### config.mk
export PLATFORM = sky130hd
export DESIGN_NAME = epoch_seconds_to_calendar_unit
export DESIGN_NICKNAME = d
export VERILOG_FILES = /design/src/rtl/core/es2c_pkg.sv /design/src/rtl/core/epoch_seconds_to_calendar_unit.sv /design/src/rtl/core/es2c_pipe_ctrl.sv
export VERILOG_INCLUDE_DIRS = /design/src /design/src/rtl/core
export SDC_FILE = /design/constraint.sdc
export NUM_CORES = 2
export LEC_CHECK = 0
export ABC_AREA = 1
export BUFFER_PORTS_ARGS = -buffer_cell sky130_fd_sc_hd__buf_2
export CAP_MARGIN = 10
export CORE_ASPECT_RATIO = 0.9
export CORE_MARGIN = 3
export CORE_UTILIZATION = 58
export CTS_CLUSTER_DIAMETER = 50
export DETAILED_ROUTE_END_ITERATION = 8
export GPL_ROUTABILITY_DRIVEN = 0
export PLACE_DENSITY = 0.73
export SETUP_SLACK_MARGIN = 0.3
export SLEW_MARGIN = 20
export SYNTH_ARGS = -nofsm -noshare
export SYNTH_HDL_FRONTEND = slang
export SYNTH_SLANG_ARGS = --single-unit
export TNS_END_PERCENT = 5
### constraint.sdc
create_clock -name clk -period 9.66 [get_ports clk]
set_clock_uncertainty 0.1 [all_clocks]
set_input_delay 0.966 -clock clk [delete_from_list [all_inputs] [get_ports clk]]
set_output_delay 0.966 -clock clk [all_outputs]
set_load 0.05 [all_outputs]
### src/rtl/core/epoch_seconds_to_calendar_unit_macros.svh
// assertion macros for the calendar conversion rtl
`ifndef EPOCH_SECONDS_TO_CALENDAR_UNIT_MACROS_SVH
`define EPOCH_SECONDS_TO_CALENDAR_UNIT_MACROS_SVH

// same-cycle implication, checked on clk, off during reset
`define ES2C_ASSERT_IMPL(name, ante, cons, msg) \
    name: assert property (@(posedge clk) disable iff (!rst_n) (ante) |-> (cons)) \
        else $error(msg);

// next-cycle implication, checked on clk, off during reset
`define ES2C_ASSERT_NEXT(name, ante, cons, msg) \
    name: assert property (@(posedge clk) disable iff (!rst_n) (ante) |=> (cons)) \
        else $error(msg);

`endif

### src/rtl/core/es2c_pkg.sv
// shared constants, tables and types for the calendar conversion pipeline
`timescale 1ns / 1ps

package es2c_pkg;

    // pipeline depth, one register stage per entry
    localparam int NUM_STAGES = 11;

    // calendar constants
    localparam int SEC_PER_MIN     = 60;
    localparam int HOURS_PER_DAY   = 24;
    localparam int HOURS_PER_CYCLE = 1461 * 24;
    localparam int HOURS_PER_YEAR  = 365 * 24;
    localparam int EPOCH_YEAR_OFS  = 70;
    localparam int EPOCH_WEEKDAY   = 4;
    localparam int DAYS_PER_WEEK   = 7;
    localparam int LEAP_DAY_DOY    = 60;

    // reciprocals floor(2^k / d); the estimate is at most one below the quotient
    localparam logic [26:0] R_60  = 27'((64'd1 << 32) / 64'd60);
    localparam logic [16:0] R_24  = 17'((64'd1 << 21) / 64'd24);
    localparam logic [5:0]  R_CYC = 6'((64'd1 << 21) / 64'd35064);
    localparam logic [15:0] R_7   = 16'((64'd1 << 18) / 64'd7);

    // first hour of each year inside a four-year cycle starting two years past a leap year
    localparam logic [15:0] CYCLE_YEAR_START [4] = '{
        16'd0,
        16'(HOURS_PER_YEAR),
        16'(2 * HOURS_PER_YEAR),
        16'(3 * HOURS_PER_YEAR + HOURS_PER_DAY)
    };

    // days before each month in a common year
    localparam logic [8:0] MONTH_START [12] = '{
        9'd0, 9'd31, 9'd59, 9'd90, 9'd120, 9'd151,
        9'd181, 9'd212, 9'd243, 9'd273, 9'd304, 9'd334
    };

    // handshake control shared between the sequencer and the datapath
    typedef struct packed {
        logic [NUM_STAGES-1:0] load;
        logic [NUM_STAGES-1:0] valid;
    } pipe_ctrl_t;

endpackage

### src/rtl/core/epoch_seconds_to_calendar_unit.sv
// top level: signed epoch seconds to local calendar date and time
`timescale 1ns / 1ps

// Converts a signed 32-bit count of seconds since 1970-01-01 00:00:00 UTC,
// plus the programmed zone offset, into second, minute, hour, day of month,
// month (0 = January), years since 1900 and weekday (0 = Sunday). A negative
// local time is clamped to 1970-01-01 00:00:00. Leap years follow the
// divisible-by-four rule only. The block takes one beat per cycle while
// the input is not stalled. Each beat passes in order through an input
// stage for the offset and clamp, the chain of constant divisions (seconds
// to minutes, minutes to hours, hours to days and four-year cycles,
// weekday, day of year), each done as a registered reciprocal multiply
// followed by a one-step remainder correction, and a final month lookup.
// A stalled output holds its beat while empty stages upstream keep
// filling; the input stalls only when every stage holds a beat. The user
// must write the zone offset through cfg_wr_en / zone_offset_seconds only
// while no beat is in flight; the block itself does not enforce this.

`include "epoch_seconds_to_calendar_unit_macros.svh"

module epoch_seconds_to_calendar_unit
    import es2c_pkg::*;
(
    input  logic               clk,
    input  logic               rst_n,
    // configuration
    input  logic               cfg_wr_en,
    input  logic signed [16:0] zone_offset_seconds,
    // input channel
    input  logic               in_valid,
    output logic               in_stall,
    input  logic signed [31:0] epoch_seconds,
    // output channel
    output logic               out_valid,
    input  logic               out_stall,
    output logic [5:0]         second,
    output logic [5:0]         minute,
    output logic [4:0]         hour,
    output logic [4:0]         day_of_month,
    output logic [3:0]         month,
    output logic [7:0]         years_since_1900,
    output logic [2:0]         weekday
);

    pipe_ctrl_t ctrl;

    logic signed [16:0] zone_reg;

    // stage 0: offset and clamp
    logic [31:0] s0_raw_reg, s0_raw_next;
    logic signed [32:0] s0_sum;
    // stage 1: seconds / 60 product
    logic [58:0] s1_prod_reg, s1_prod_next;
    logic [31:0] s1_raw_reg;
    // stage 2: minute count and second
    logic [26:0] s2_mins_reg, s2_mins_next;
    logic [5:0]  s2_sec_reg, s2_sec_next;
    logic [26:0] s2_q;
    logic [31:0] s2_diff;
    logic [6:0]  s2_rem;
    // stage 3: minutes / 60 product
    logic [53:0] s3_prod_reg, s3_prod_next;
    logic [26:0] s3_mins_reg;
    logic [5:0]  s3_sec_reg;
    // stage 4: hour count and minute
    logic [20:0] s4_hours_reg, s4_hours_next;
    logic [5:0]  s4_min_reg, s4_min_next;
    logic [5:0]  s4_sec_reg;
    logic [20:0] s4_q;
    logic [26:0] s4_diff;
    logic [6:0]  s4_rem;
    // stage 5: hours / 24 and hours / cycle products
    logic [37:0] s5_dprod_reg, s5_dprod_next;
    logic [26:0] s5_cprod_reg, s5_cprod_next;
    logic [20:0] s5_hours_reg;
    logic [5:0]  s5_min_reg;
    logic [5:0]  s5_sec_reg;
    // stage 6: day count, cycle, hour within cycle, hour of day
    logic [16:0] s6_days_reg, s6_days_next;
    logic [5:0]  s6_cyc_reg, s6_cyc_next;
    logic [15:0] s6_crem_reg, s6_crem_next;
    logic [4:0]  s6_hour_reg, s6_hour_next;
    logic [5:0]  s6_min_reg;
    logic [5:0]  s6_sec_reg;
    logic [16:0] s6_dq;
    logic [20:0] s6_ddiff;
    logic [5:0]  s6_drem;
    logic [5:0]  s6_cq;
    logic [20:0] s6_cdiff;
    logic [16:0] s6_cr;
    // stage 7: year and weekday product
    logic [17:0] s7_dayp4_reg, s7_dayp4_next;
    logic [33:0] s7_wprod_reg, s7_wprod_next;
    logic [7:0]  s7_year_reg, s7_year_next;
    logic [13:0] s7_yrem_reg, s7_yrem_next;
    logic [4:0]  s7_hour_reg;
    logic [5:0]  s7_min_reg;
    logic [5:0]  s7_sec_reg;
    logic [1:0]  s7_yidx;
    // stage 8: weekday and day-of-year product
    logic [2:0]  s8_wday_reg, s8_wday_next;
    logic [30:0] s8_yprod_reg, s8_yprod_next;
    logic [13:0] s8_yrem_reg;
    logic [7:0]  s8_year_reg;
    logic [4:0]  s8_hour_reg;
    logic [5:0]  s8_min_reg;
    logic [5:0]  s8_sec_reg;
    logic [15:0] s8_wq;
    logic [17:0] s8_wdiff;
    logic [3:0]  s8_wrem;
    // stage 9: zero-based day of year
    logic [8:0]  s9_doy0_reg, s9_doy0_next;
    logic [2:0]  s9_wday_reg;
    logic [7:0]  s9_year_reg;
    logic [4:0]  s9_hour_reg;
    logic [5:0]  s9_min_reg;
    logic [5:0]  s9_sec_reg;
    logic [8:0]  s9_q;
    logic [13:0] s9_diff;
    logic [5:0]  s9_rem;
    // stage 10: month lookup, output registers
    logic [4:0]  s10_mday_reg, s10_mday_next;
    logic [3:0]  s10_mon_reg, s10_mon_next;
    logic [2:0]  s10_wday_reg;
    logic [7:0]  s10_year_reg;
    logic [4:0]  s10_hour_reg;
    logic [5:0]  s10_min_reg;
    logic [5:0]  s10_sec_reg;
    logic [8:0]  s10_doy;
    logic [8:0]  s10_d;
    logic [10:0] s10_past;
    logic        s10_leap;
    // field range flags for the checks
    logic        time_ok;
    logic        date_ok;
    logic        year_ok;

    // handshake sequencing
    es2c_pipe_ctrl u_ctrl (
        .clk       (clk),
        .rst_n     (rst_n),
        .in_valid  (in_valid),
        .out_stall (out_stall),
        .ctrl      (ctrl)
    );

    assign in_stall  = !ctrl.load[0];
    assign out_valid = ctrl.valid[NUM_STAGES-1];

    // zone offset register
    always_ff @(posedge clk or negedge rst_n)
    begin
        if (!rst_n)
        begin
            zone_reg <= '0;
        end
        else if (cfg_wr_en)
        begin
            zone_reg <= zone_offset_seconds;
        end
    end

    // offset, clamp, and the two reciprocal products on seconds and minutes
    always_comb
    begin
        s0_sum       = 33'(epoch_seconds) + 33'(zone_reg);
        s0_raw_next  = s0_sum[32] ? 32'd0 : s0_sum[31:0];
        s1_prod_next = 59'(s0_raw_reg) * 59'(R_60);
        s3_prod_next = 54'(s2_mins_reg) * 54'(R_60);
    end

    // seconds to minutes with one correction step
    always_comb
    begin
        s2_q    = s1_prod_reg[58:32];
        s2_diff = s1_raw_reg - 32'(s2_q) * 32'(SEC_PER_MIN);
        s2_rem  = s2_diff[6:0];
        if (s2_rem >= 7'(SEC_PER_MIN))
        begin
            s2_mins_next = s2_q + 27'd1;
            s2_sec_next  = 6'(s2_rem - 7'(SEC_PER_MIN));
        end
        else
        begin
            s2_mins_next = s2_q;
            s2_sec_next  = s2_rem[5:0];
        end
    end

    // minutes to hours with one correction step, day and cycle products
    always_comb
    begin
        s4_q    = s3_prod_reg[52:32];
        s4_diff = s3_mins_reg - 27'(s4_q) * 27'(SEC_PER_MIN);
        s4_rem  = s4_diff[6:0];
        if (s4_rem >= 7'(SEC_PER_MIN))
        begin
            s4_hours_next = s4_q + 21'd1;
            s4_min_next   = 6'(s4_rem - 7'(SEC_PER_MIN));
        end
        else
        begin
            s4_hours_next = s4_q;
            s4_min_next   = s4_rem[5:0];
        end
        s5_dprod_next = 38'(s4_hours_reg) * 38'(R_24);
        s5_cprod_next = 27'(s4_hours_reg) * 27'(R_CYC);
    end

    // hours to days and to four-year cycles
    always_comb
    begin
        s6_dq    = s5_dprod_reg[37:21];
        s6_ddiff = s5_hours_reg - 21'(s6_dq) * 21'(HOURS_PER_DAY);
        s6_drem  = s6_ddiff[5:0];
        if (s6_drem >= 6'(HOURS_PER_DAY))
        begin
            s6_days_next = s6_dq + 17'd1;
            s6_hour_next = 5'(s6_drem - 6'(HOURS_PER_DAY));
        end
        else
        begin
            s6_days_next = s6_dq;
            s6_hour_next = s6_drem[4:0];
        end
        s6_cq    = s5_cprod_reg[26:21];
        s6_cdiff = s5_hours_reg - 21'(s6_cq) * 21'(HOURS_PER_CYCLE);
        s6_cr    = s6_cdiff[16:0];
        if (s6_cr >= 17'(HOURS_PER_CYCLE))
        begin
            s6_cyc_next  = s6_cq + 6'd1;
            s6_crem_next = 16'(s6_cr - 17'(HOURS_PER_CYCLE));
        end
        else
        begin
            s6_cyc_next  = s6_cq;
            s6_crem_next = s6_cr[15:0];
        end
    end

    // year within the cycle, weekday product
    always_comb
    begin
        if (s6_crem_reg < CYCLE_YEAR_START[1])
        begin
            s7_yidx = 2'd0;
        end
        else if (s6_crem_reg < CYCLE_YEAR_START[2])
        begin
            s7_yidx = 2'd1;
        end
        else if (s6_crem_reg < CYCLE_YEAR_START[3])
        begin
            s7_yidx = 2'd2;
        end
        else
        begin
            s7_yidx = 2'd3;
        end
        s7_yrem_next  = 14'(s6_crem_reg - CYCLE_YEAR_START[s7_yidx]);
        s7_year_next  = 8'({s6_cyc_reg, s7_yidx}) + 8'(EPOCH_YEAR_OFS);
        s7_dayp4_next = 18'(s6_days_reg) + 18'(EPOCH_WEEKDAY);
        s7_wprod_next = 34'(s7_dayp4_next) * 34'(R_7);
    end

    // weekday remainder, day-of-year product
    always_comb
    begin
        s8_wq    = s7_wprod_reg[33:18];
        s8_wdiff = s7_dayp4_reg - 18'(s8_wq) * 18'(DAYS_PER_WEEK);
        s8_wrem  = s8_wdiff[3:0];
        if (s8_wrem >= 4'(DAYS_PER_WEEK))
        begin
            s8_wday_next = 3'(s8_wrem - 4'(DAYS_PER_WEEK));
        end
        else
        begin
            s8_wday_next = s8_wrem[2:0];
        end
        s8_yprod_next = 31'(s7_yrem_reg) * 31'(R_24);
    end

    // zero-based day of year
    always_comb
    begin
        s9_q    = s8_yprod_reg[29:21];
        s9_diff = s8_yrem_reg - 14'(s9_q) * 14'(HOURS_PER_DAY);
        s9_rem  = s9_diff[5:0];
        if (s9_rem >= 6'(HOURS_PER_DAY))
        begin
            s9_doy0_next = s9_q + 9'd1;
        end
        else
        begin
            s9_doy0_next = s9_q;
        end
    end

    // month lookup with the leap day as its own case
    always_comb
    begin
        s10_doy  = s9_doy0_reg + 9'd1;
        s10_leap = (s9_year_reg[1:0] == 2'd0);
        if (s10_leap && (s10_doy > 9'(LEAP_DAY_DOY)))
        begin
            s10_d = s10_doy - 9'd1;
        end
        else
        begin
            s10_d = s10_doy;
        end
        for (int i = 0; i < 11; i++)
        begin
            s10_past[i] = (s10_d > MONTH_START[i+1]);
        end
        if (s10_leap && (s10_doy == 9'(LEAP_DAY_DOY)))
        begin
            s10_mon_next  = 4'd1;
            s10_mday_next = 5'd29;
        end
        else
        begin
            s10_mon_next  = 4'($countones(s10_past));
            s10_mday_next = 5'(s10_d - MONTH_START[s10_mon_next]);
        end
    end

    // pipeline registers, each stage loads on its own enable
    always_ff @(posedge clk)
    begin
        if (ctrl.load[0])
        begin
            s0_raw_reg <= s0_raw_next;
        end
        if (ctrl.load[1])
        begin
            s1_prod_reg <= s1_prod_next;
            s1_raw_reg  <= s0_raw_reg;
        end
        if (ctrl.load[2])
        begin
            s2_mins_reg <= s2_mins_next;
            s2_sec_reg  <= s2_sec_next;
        end
        if (ctrl.load[3])
        begin
            s3_prod_reg <= s3_prod_next;
            s3_mins_reg <= s2_mins_reg;
            s3_sec_reg  <= s2_sec_reg;
        end
        if (ctrl.load[4])
        begin
            s4_hours_reg <= s4_hours_next;
            s4_min_reg   <= s4_min_next;
            s4_sec_reg   <= s3_sec_reg;
        end
        if (ctrl.load[5])
        begin
            s5_dprod_reg <= s5_dprod_next;
            s5_cprod_reg <= s5_cprod_next;
            s5_hours_reg <= s4_hours_reg;
            s5_min_reg   <= s4_min_reg;
            s5_sec_reg   <= s4_sec_reg;
        end
        if (ctrl.load[6])
        begin
            s6_days_reg <= s6_days_next;
            s6_cyc_reg  <= s6_cyc_next;
            s6_crem_reg <= s6_crem_next;
            s6_hour_reg <= s6_hour_next;
            s6_min_reg  <= s5_min_reg;
            s6_sec_reg  <= s5_sec_reg;
        end
        if (ctrl.load[7])
        begin
            s7_dayp4_reg <= s7_dayp4_next;
            s7_wprod_reg <= s7_wprod_next;
            s7_year_reg  <= s7_year_next;
            s7_yrem_reg  <= s7_yrem_next;
            s7_hour_reg  <= s6_hour_reg;
            s7_min_reg   <= s6_min_reg;
            s7_sec_reg   <= s6_sec_reg;
        end
        if (ctrl.load[8])
        begin
            s8_wday_reg  <= s8_wday_next;
            s8_yprod_reg <= s8_yprod_next;
            s8_yrem_reg  <= s7_yrem_reg;
            s8_year_reg  <= s7_year_reg;
            s8_hour_reg  <= s7_hour_reg;
            s8_min_reg   <= s7_min_reg;
            s8_sec_reg   <= s7_sec_reg;
        end
        if (ctrl.load[9])
        begin
            s9_doy0_reg <= s9_doy0_next;
            s9_wday_reg <= s8_wday_reg;
            s9_year_reg <= s8_year_reg;
            s9_hour_reg <= s8_hour_reg;
            s9_min_reg  <= s8_min_reg;
            s9_sec_reg  <= s8_sec_reg;
        end
        if (ctrl.load[10])
        begin
            s10_mday_reg <= s10_mday_next;
            s10_mon_reg  <= s10_mon_next;
            s10_wday_reg <= s9_wday_reg;
            s10_year_reg <= s9_year_reg;
            s10_hour_reg <= s9_hour_reg;
            s10_min_reg  <= s9_min_reg;
            s10_sec_reg  <= s9_sec_reg;
        end
    end

    // result beat
    assign second           = s10_sec_reg;
    assign minute           = s10_min_reg;
    assign hour             = s10_hour_reg;
    assign day_of_month     = s10_mday_reg;
    assign month            = s10_mon_reg;
    assign years_since_1900 = s10_year_reg;
    assign weekday          = s10_wday_reg;

    // range flags on the result fields
    assign time_ok = (second < 6'd60) && (minute < 6'd60) && (hour < 5'd24);
    assign date_ok = (month < 4'd12) && (day_of_month != 5'd0) && (weekday < 3'd7);
    assign year_ok = (years_since_1900 >= 8'd70) && (years_since_1900 <= 8'd138);

    // checks on the result fields and on backpressure
    `ES2C_ASSERT_IMPL(a_time_range, out_valid, time_ok, "time field out of range")
    `ES2C_ASSERT_IMPL(a_date_range, out_valid, date_ok, "date field out of range")
    `ES2C_ASSERT_IMPL(a_year_range, out_valid, year_ok, "year out of range")
    `ES2C_ASSERT_IMPL(a_stall_full, in_stall, out_valid && out_stall, "early input stall")

endmodule

### src/rtl/core/es2c_pipe_ctrl.sv
// valid tracking and per-stage load enables for the conversion pipeline
`timescale 1ns / 1ps

module es2c_pipe_ctrl
    import es2c_pkg::*;
(
    input  logic       clk,
    input  logic       rst_n,
    input  logic       in_valid,
    input  logic       out_stall,
    output pipe_ctrl_t ctrl
);

    logic [NUM_STAGES-1:0] valid_reg;
    logic [NUM_STAGES-1:0] valid_next;
    logic [NUM_STAGES-1:0] load;
    logic [NUM_STAGES-1:0] upper;
    logic [NUM_STAGES-1:0] fill;

    // a stage loads unless it and every stage after it hold a beat and the output is stalled
    always_comb
    begin
        load  = '0;
        upper = '0;
        fill  = '0;
        for (int i = 0; i < NUM_STAGES; i++)
        begin
            upper   = valid_reg >> i;
            fill    = ~({NUM_STAGES{1'b1}} >> i);
            load[i] = !out_stall || ((upper | fill) != {NUM_STAGES{1'b1}});
        end
    end

    // valid bits follow the data
    always_comb
    begin
        valid_next    = valid_reg;
        valid_next[0] = load[0] ? in_valid : valid_reg[0];
        for (int i = 1; i < NUM_STAGES; i++)
        begin
            if (load[i])
            begin
                valid_next[i] = valid_reg[i-1];
            end
        end
    end

    always_ff @(posedge clk or negedge rst_n)
    begin
        if (!rst_n)
        begin
            valid_reg <= '0;
        end
        else
        begin
            valid_reg <= valid_next;
        end
    end

    assign ctrl.load  = load;
    assign ctrl.valid = valid_reg;

endmodule
; Word-level counts from Yosys, hierarchy flattened
; Memories as Yosys holds them, arrays and structs flattened.
; Index checks and enable logic that the tools add are counted.
[totals]
register_bits = 619
romBits = 144
in_bits = 54
out_inout_bits = 39
word_cells = 179
memories = 1
[mem_list]
columns = memory, words, width, rd, rd_ports_with_merged_regs, wr, line_no
row1 = (no name shown), 16, 9, 1, 0, 0, epoch_seconds_to_calendar_unit.sv:324  ; s10_mday_next = 5'(s10_d - MONTH_START[s10_mon_next]);
[classes]
add_sub_neg = 33
mul = 12
n_lt_le_gt_ge = 23
n_eq_ne = 11
n_mux = 19
n_bitwise = 3
reduce_logical = 16
[ops]
columns = op, count
row1 = "32-bit by 25-bit multiplier with 57-bit output, second input constant", 1
row2 = "27-bit by 25-bit multiplier with 51-bit output, second input constant", 1
row3 = "21-bit by 17-bit multiplier with 38-bit output, second input constant", 1
row4 = "9-bit by 8-bit > comparator with 1-bit output, second input constant", 4
row5 = "18-bit by 16-bit multiplier with 34-bit output, second input constant", 1
row6 = 32-bit by 17-bit adder with 33-bit output, 1
row7 = 16-bit binary-select mux with 2-bit select, 1
row8 = "16-bit by 15-bit < comparator with 1-bit output, second input constant", 2
row9 = "14-bit by 17-bit multiplier with 30-bit output, second input constant", 1
row10 = 14-bit 2-to-1 mux, 2
row11 = "27-bit by 1-bit adder with 27-bit output, second input constant", 1
row12 = "9-bit > comparator, second input constant", 3
row13 = "21-bit by 6-bit multiplier with 27-bit output, second input constant", 1
row14 = "27-bit by 4-bit multiplier with 5-bit output, second input constant", 1
row15 = 27-bit 2-to-1 mux, 1
row16 = "21-bit by 1-bit adder with 21-bit output, second input constant", 1
row17 = "21-bit by 4-bit multiplier with 5-bit output, second input constant", 1
row18 = 21-bit 2-to-1 mux, 1
row19 = "17-bit by 3-bit adder with 18-bit output, second input constant", 1
row20 = "9-bit by 1-bit adder with 9-bit output, second input constant", 2
row21 = "9-bit by 6-bit > comparator with 1-bit output, second input constant", 2
row22 = "9-bit by 7-bit > comparator with 1-bit output, second input constant", 2
row23 = 6-bit 2-to-1 mux, 3
row24 = 9-bit 2-to-1 mux, 2
row25 = other kinds (55), 80

; Depth between registers and ports, before layout
[logic_depth]
word_depth = 14
depth_mapped = 37
mapped_depth_nobuf = 36

; Hierarchy
; From an unflattened synthesis, not the netlist that was laid out.
[unflattened]
cells_unflattened = 5346
area_unflattened_um2 = 51338.0
[modules_own_cells]
columns = module, instances, cells_each, area_per_inst_um2, seq_area_each_um2
row1 = epoch_seconds_to_calendar_unit, 1, 5289, 50831.3, 13307.8
row2 = es2c_pipe_ctrl, 1, 57, 506.7, 275.3

; Least setup slack after synthesis
; OpenSTA, ideal clock, no wires.
[synth_timing]
path_type = input to register
startpoint = in out_stall
endpoint = reg s0_raw_reg[0], enable pin
setup_ns = 0.387
arrival_ns = 10.084
required_time_ns = 9.173
slack_ns = -0.910
cell_stages = 17
path_buffers = 0
path_cell_list = nand2_1 > nor2_1 > inv_1 > nor2_1 > inv_1 > nor2_1 > inv_1 > nor2_1 > inv_1 > nor2_1 > inv_1 > nor2_2 > nand2_1 > nor2_2 > nand2_1 > nor2_1 > inv_1
[synth_via]
elab_chain_len = 2
[synth_lines]
columns = element, line_no
row1 = start: declaration, epoch_seconds_to_calendar_unit.sv:35  ; input logic out_stall,
row2 = 1-bit logical NOT, es2c_pipe_ctrl.sv:30  ; load[i] = !out_stall || ((upper | fill) != {NUM_STAGES{1'b1}});
row3 = 1-bit logical OR, es2c_pipe_ctrl.sv:30
row4 = end signal: assignment, epoch_seconds_to_calendar_unit.sv:333  ; s0_raw_reg <= s0_raw_next;
row5 = end: declaration, epoch_seconds_to_calendar_unit.sv:50  ; logic [31:0] s0_raw_reg, s0_raw_next;
; Every way passes these cells.
; A chain may end at the register's enable or synchronous reset.

; Worst setup path after layout
[layout_timing]
startpoint = reg s9_doy0_reg[0]
endpoint = reg s10_mday_reg[4], in the netlist day_of_month[4], data pin
[layout_via]
elab_chain_len = 14
word_cells_on_any_way = 33
cone_classes = 13 x add/sub / 12 x order compare / 1 x eq/ne / 3 x mux / 1 x bitwise / 2 x reduce/logical / 1 x memory
[layout_lines]
columns = element, line_no
row1 = start: declaration, epoch_seconds_to_calendar_unit.sv:112  ; logic [8:0] s9_doy0_reg, s9_doy0_next;
row2 = start signal: assignment, epoch_seconds_to_calendar_unit.sv:396  ; s9_doy0_reg <= s9_doy0_next;
row3 = 9-bit by 1-bit adder with 9-bit output (*), epoch_seconds_to_calendar_unit.sv:302  ; s10_doy = s9_doy0_reg + 9'd1;
row4 = 9-bit by 6-bit > comparator with 1-bit output, epoch_seconds_to_calendar_unit.sv:304  ; if (s10_leap && (s10_doy > 9'(LEAP_DAY_DOY)))
row5 = 1-bit logical AND, epoch_seconds_to_calendar_unit.sv:304
row6 = 9-bit 2-to-1 mux, epoch_seconds_to_calendar_unit.sv:304
row7 = 9-bit by 5-bit > comparator with 1-bit output (tied with other cells), epoch_seconds_to_calendar_unit.sv:314  ; s10_past[i] = (s10_d > MONTH_START[i+1]);
row8 = 1-bit by 1-bit adder with 2-bit output (implied by the code), epoch_seconds_to_calendar_unit.sv:323  ; s10_mon_next = 4'($countones(s10_past));
row9 = 2-bit by 2-bit adder with 3-bit output (implied by the code), epoch_seconds_to_calendar_unit.sv:323
row10 = 3-bit by 3-bit adder with 4-bit output (implied by the code), epoch_seconds_to_calendar_unit.sv:323
row11 = 4-bit by 3-bit adder with 4-bit output (implied by the code), epoch_seconds_to_calendar_unit.sv:323
row12 = 4-bit inverter with 5-bit output (implied by the code), epoch_seconds_to_calendar_unit.sv:324
row13 = memory read 16 x 9 bit, n/a
row14 = 5-bit 2-to-1 mux (implied by the code) (2 in series), epoch_seconds_to_calendar_unit.sv:324
row15 = 5-bit subtractor, epoch_seconds_to_calendar_unit.sv:324
row16 = end signal: assignment, epoch_seconds_to_calendar_unit.sv:405  ; s10_mday_reg <= s10_mday_next;
row17 = end: declaration, epoch_seconds_to_calendar_unit.sv:122  ; logic [4:0] s10_mday_reg, s10_mday_next;
; Mark *: on every way between the ends. The rest lies on a longest branch, timed or not. The select of a mux whose other input is x is not followed.

==> impl_metrics.ini <==
[finish]
layout-drive-gt1-share = 0.0508
nets = 6839
largest_register_ffs = 32
area_growth_pct = 7.75

[timing]
fin_crit_ps = 7380
drv_slew = 0
rsz0062_at_grt = no
timing.fmax_ghz = 0.136
setup_viol = 0
maxSlewHeadroom = 0.360
tns_ps = 0
finalCritPeriodShare = 0.764
tightest_slew_ps = 959
timing_hold_violations_final = 0

[clock_tree]
postCtsSetupBuffers = 0
cts_tree = built
numCtsBuffers = 58
clock_latency_ps = 640
cts.sinks = 457
clock_path_buffers = 3
cts_hold_buf = 0
cts-root-buf = clkbuf_16
clk_pin_slew_ps = 60
ctsResizeCount = 0
htreeDepth = 2

[global_routing]
use_met2 = 0.434
busiest_layer = met2
overflow = 0
antenna_found_initial = 2
gr-usage-all-layers = 0.257
grt.met1_usage = 0.347
grt_pass1_wl_um = 190000
grt_util_met3 = 0.0413
grt_start_max_net_pins = 55
grt_pass1_vias = 37541

[drt]
vias_per_cell = 5.50
dr_total_vias = 36432
routed_wl_um = 115000
drt-wirelength-per-cell_um = 17.3
ant_nets = 0
drt_iter0_markers = 2425
drc = 0
first_pass_iters = 6

[yosys]
synth_area_um2 = 50800
syn-num-nets = 6692
synth_edf_count = 429
synth_cell_types = 57
yosys.area.top_type = edfxtp_1
syn_avg_cell_area_um2 = 9.62
yosys-top-cells-count = 1060 x inv_1, 874 x ha_1, 732 x nand2_1
synth.most_common_cell = inv_1
synth_area_leaders = edfxtp_1 25%, ha_1 22%, fa_1 19%
synth_ff_type = edfxtp_1
netlist.area_leader.share = 0.254
seq_area_frac_synth = 0.268
yosysWarnings = 0
synth_cells = 5280
ys_async_sr_fraction = 0.0613
ys_seq_elements = 457

[place]
dpl.hpwl_um = 96700
portBuffers = 92

[setup_path]
worstPathArrival_ps = 7640
cp.required_ps = 9920
critPathMaxStageDelay_ps = 570
cp_slowest_cell = fa_1
worstPathMaxFanout = 14
critical_path.startpoint_type = register
path_class = register to register
endpoint_kind = register

[die]
die_area_um2 = 91100
die_x_um = 318
start_util = 0.588
io_pins = 93
rows = 102
dieHeight_um = 287
coreArea_um2 = 86400

[flow_run]
drv_cap = 0

[run_status]
status = complete, no violations

[hold_path]
hold_class = register to register
[final timing paths]
path	slack [ps]	cells after the start	startpoint	to
worst max register to register	2280	32	s9_doy0_reg[0]	day_of_month[4]
min in group asynchronous	370	1	rst_n	u_ctrl.valid_reg[0]
worst min register to register	310	0	s7_year_reg[4]	s8_year_reg[4]
worst max-delay path	2280	32	s9_doy0_reg[0]	day_of_month[4]
max in group asynchronous	8470	1	rst_n	u_ctrl.valid_reg[7]
worst min-delay path	310	0	s7_year_reg[4]	s8_year_reg[4]
[through the flow]
stage	setup WS (ps)	area [um2]	hold WS (ps)	cells	util
after detailed placement	2310	52700	305	6511	0.610
after global routing	1650	54700	317	6623	0.633
after CTS	2290	54700	314	6621	0.633
after global placement	2410	52700	301	6511	0.610
final	2280	54700	313	6623	0.633
after floorplan	620	50800	300	5280	-
[metal layers]
metal  wire (um)  up-vias
met5           0        -
met4        3080        0
met3        7720      181
met2       54000     1116
met1       49800    17408
li1            -    17727
[cell usage in the layout, fill, tap and decap left out, types with 7 or more instances in the layout]
cell type     n
inv_6         8
a21oi_1     277
fa_1        484
xor2_1      199
buf_4        11
nand2_1     729
dfrtp_1      28
o21a_1       15
o211ai_1     12
nand4_1      58
o21ai_0     202
nor2_2        7
xnor2_1      88
mux2_2       23
nand3_1     173
clkbuf_16    59
ha_1        874
o21bai_1     19
nor3_1       60
a21boi_0     13
nor4_1       24
inv_1      1057
edfxtp_1    429
a31oi_1      41
a21o_1       34
or2_2        14
clkinv_2      7
nand2_2      12
nor2_1      324
buf_2        92
clkbuf_1     11
[kinds of logic (layout without fill, tap and decap cells)]
family / count (synthesis) / after routing / synth area share
AND/OR/NAND/NOR: 1426 / 1426 / 0.119
other: 0 / 2 / 0
multiplexers: 24 / 24 / 0.00530
flip-flops: 457 / 457 / 0.268
adder cells (fa/ha/maj): 1358 / 1358 / 0.406
AO/OA/AOI/OAI: 645 / 645 / 0.0713
XOR/XNOR: 289 / 289 / 0.0502
buffers and inverters: 1081 / 1278 / 0.0804
[final cells by class]
cell class,count,area (um2)
diodes,2,5.00
clock buffers,71,1530
clock inverters,39,470
fillers,6946,31700
inverters,1065,4010
multi-input cells,3742,33100
flip-flops and latches,457,13600
well taps,1144,1430
repair buffers,103,543
[worst max-delay path: cells and delay by family, from the launching register on]
family          cells  cell delay, ps
fa+ha+maj           8            3580
simple gates       14            1590
compound gates      3             620
flops               1             510
buf+inv             5             360
xor+xnor            2             350
Power is not shown: default switching activity piles up to over one toggle a cycle in this logic, so the estimate is an artifact.
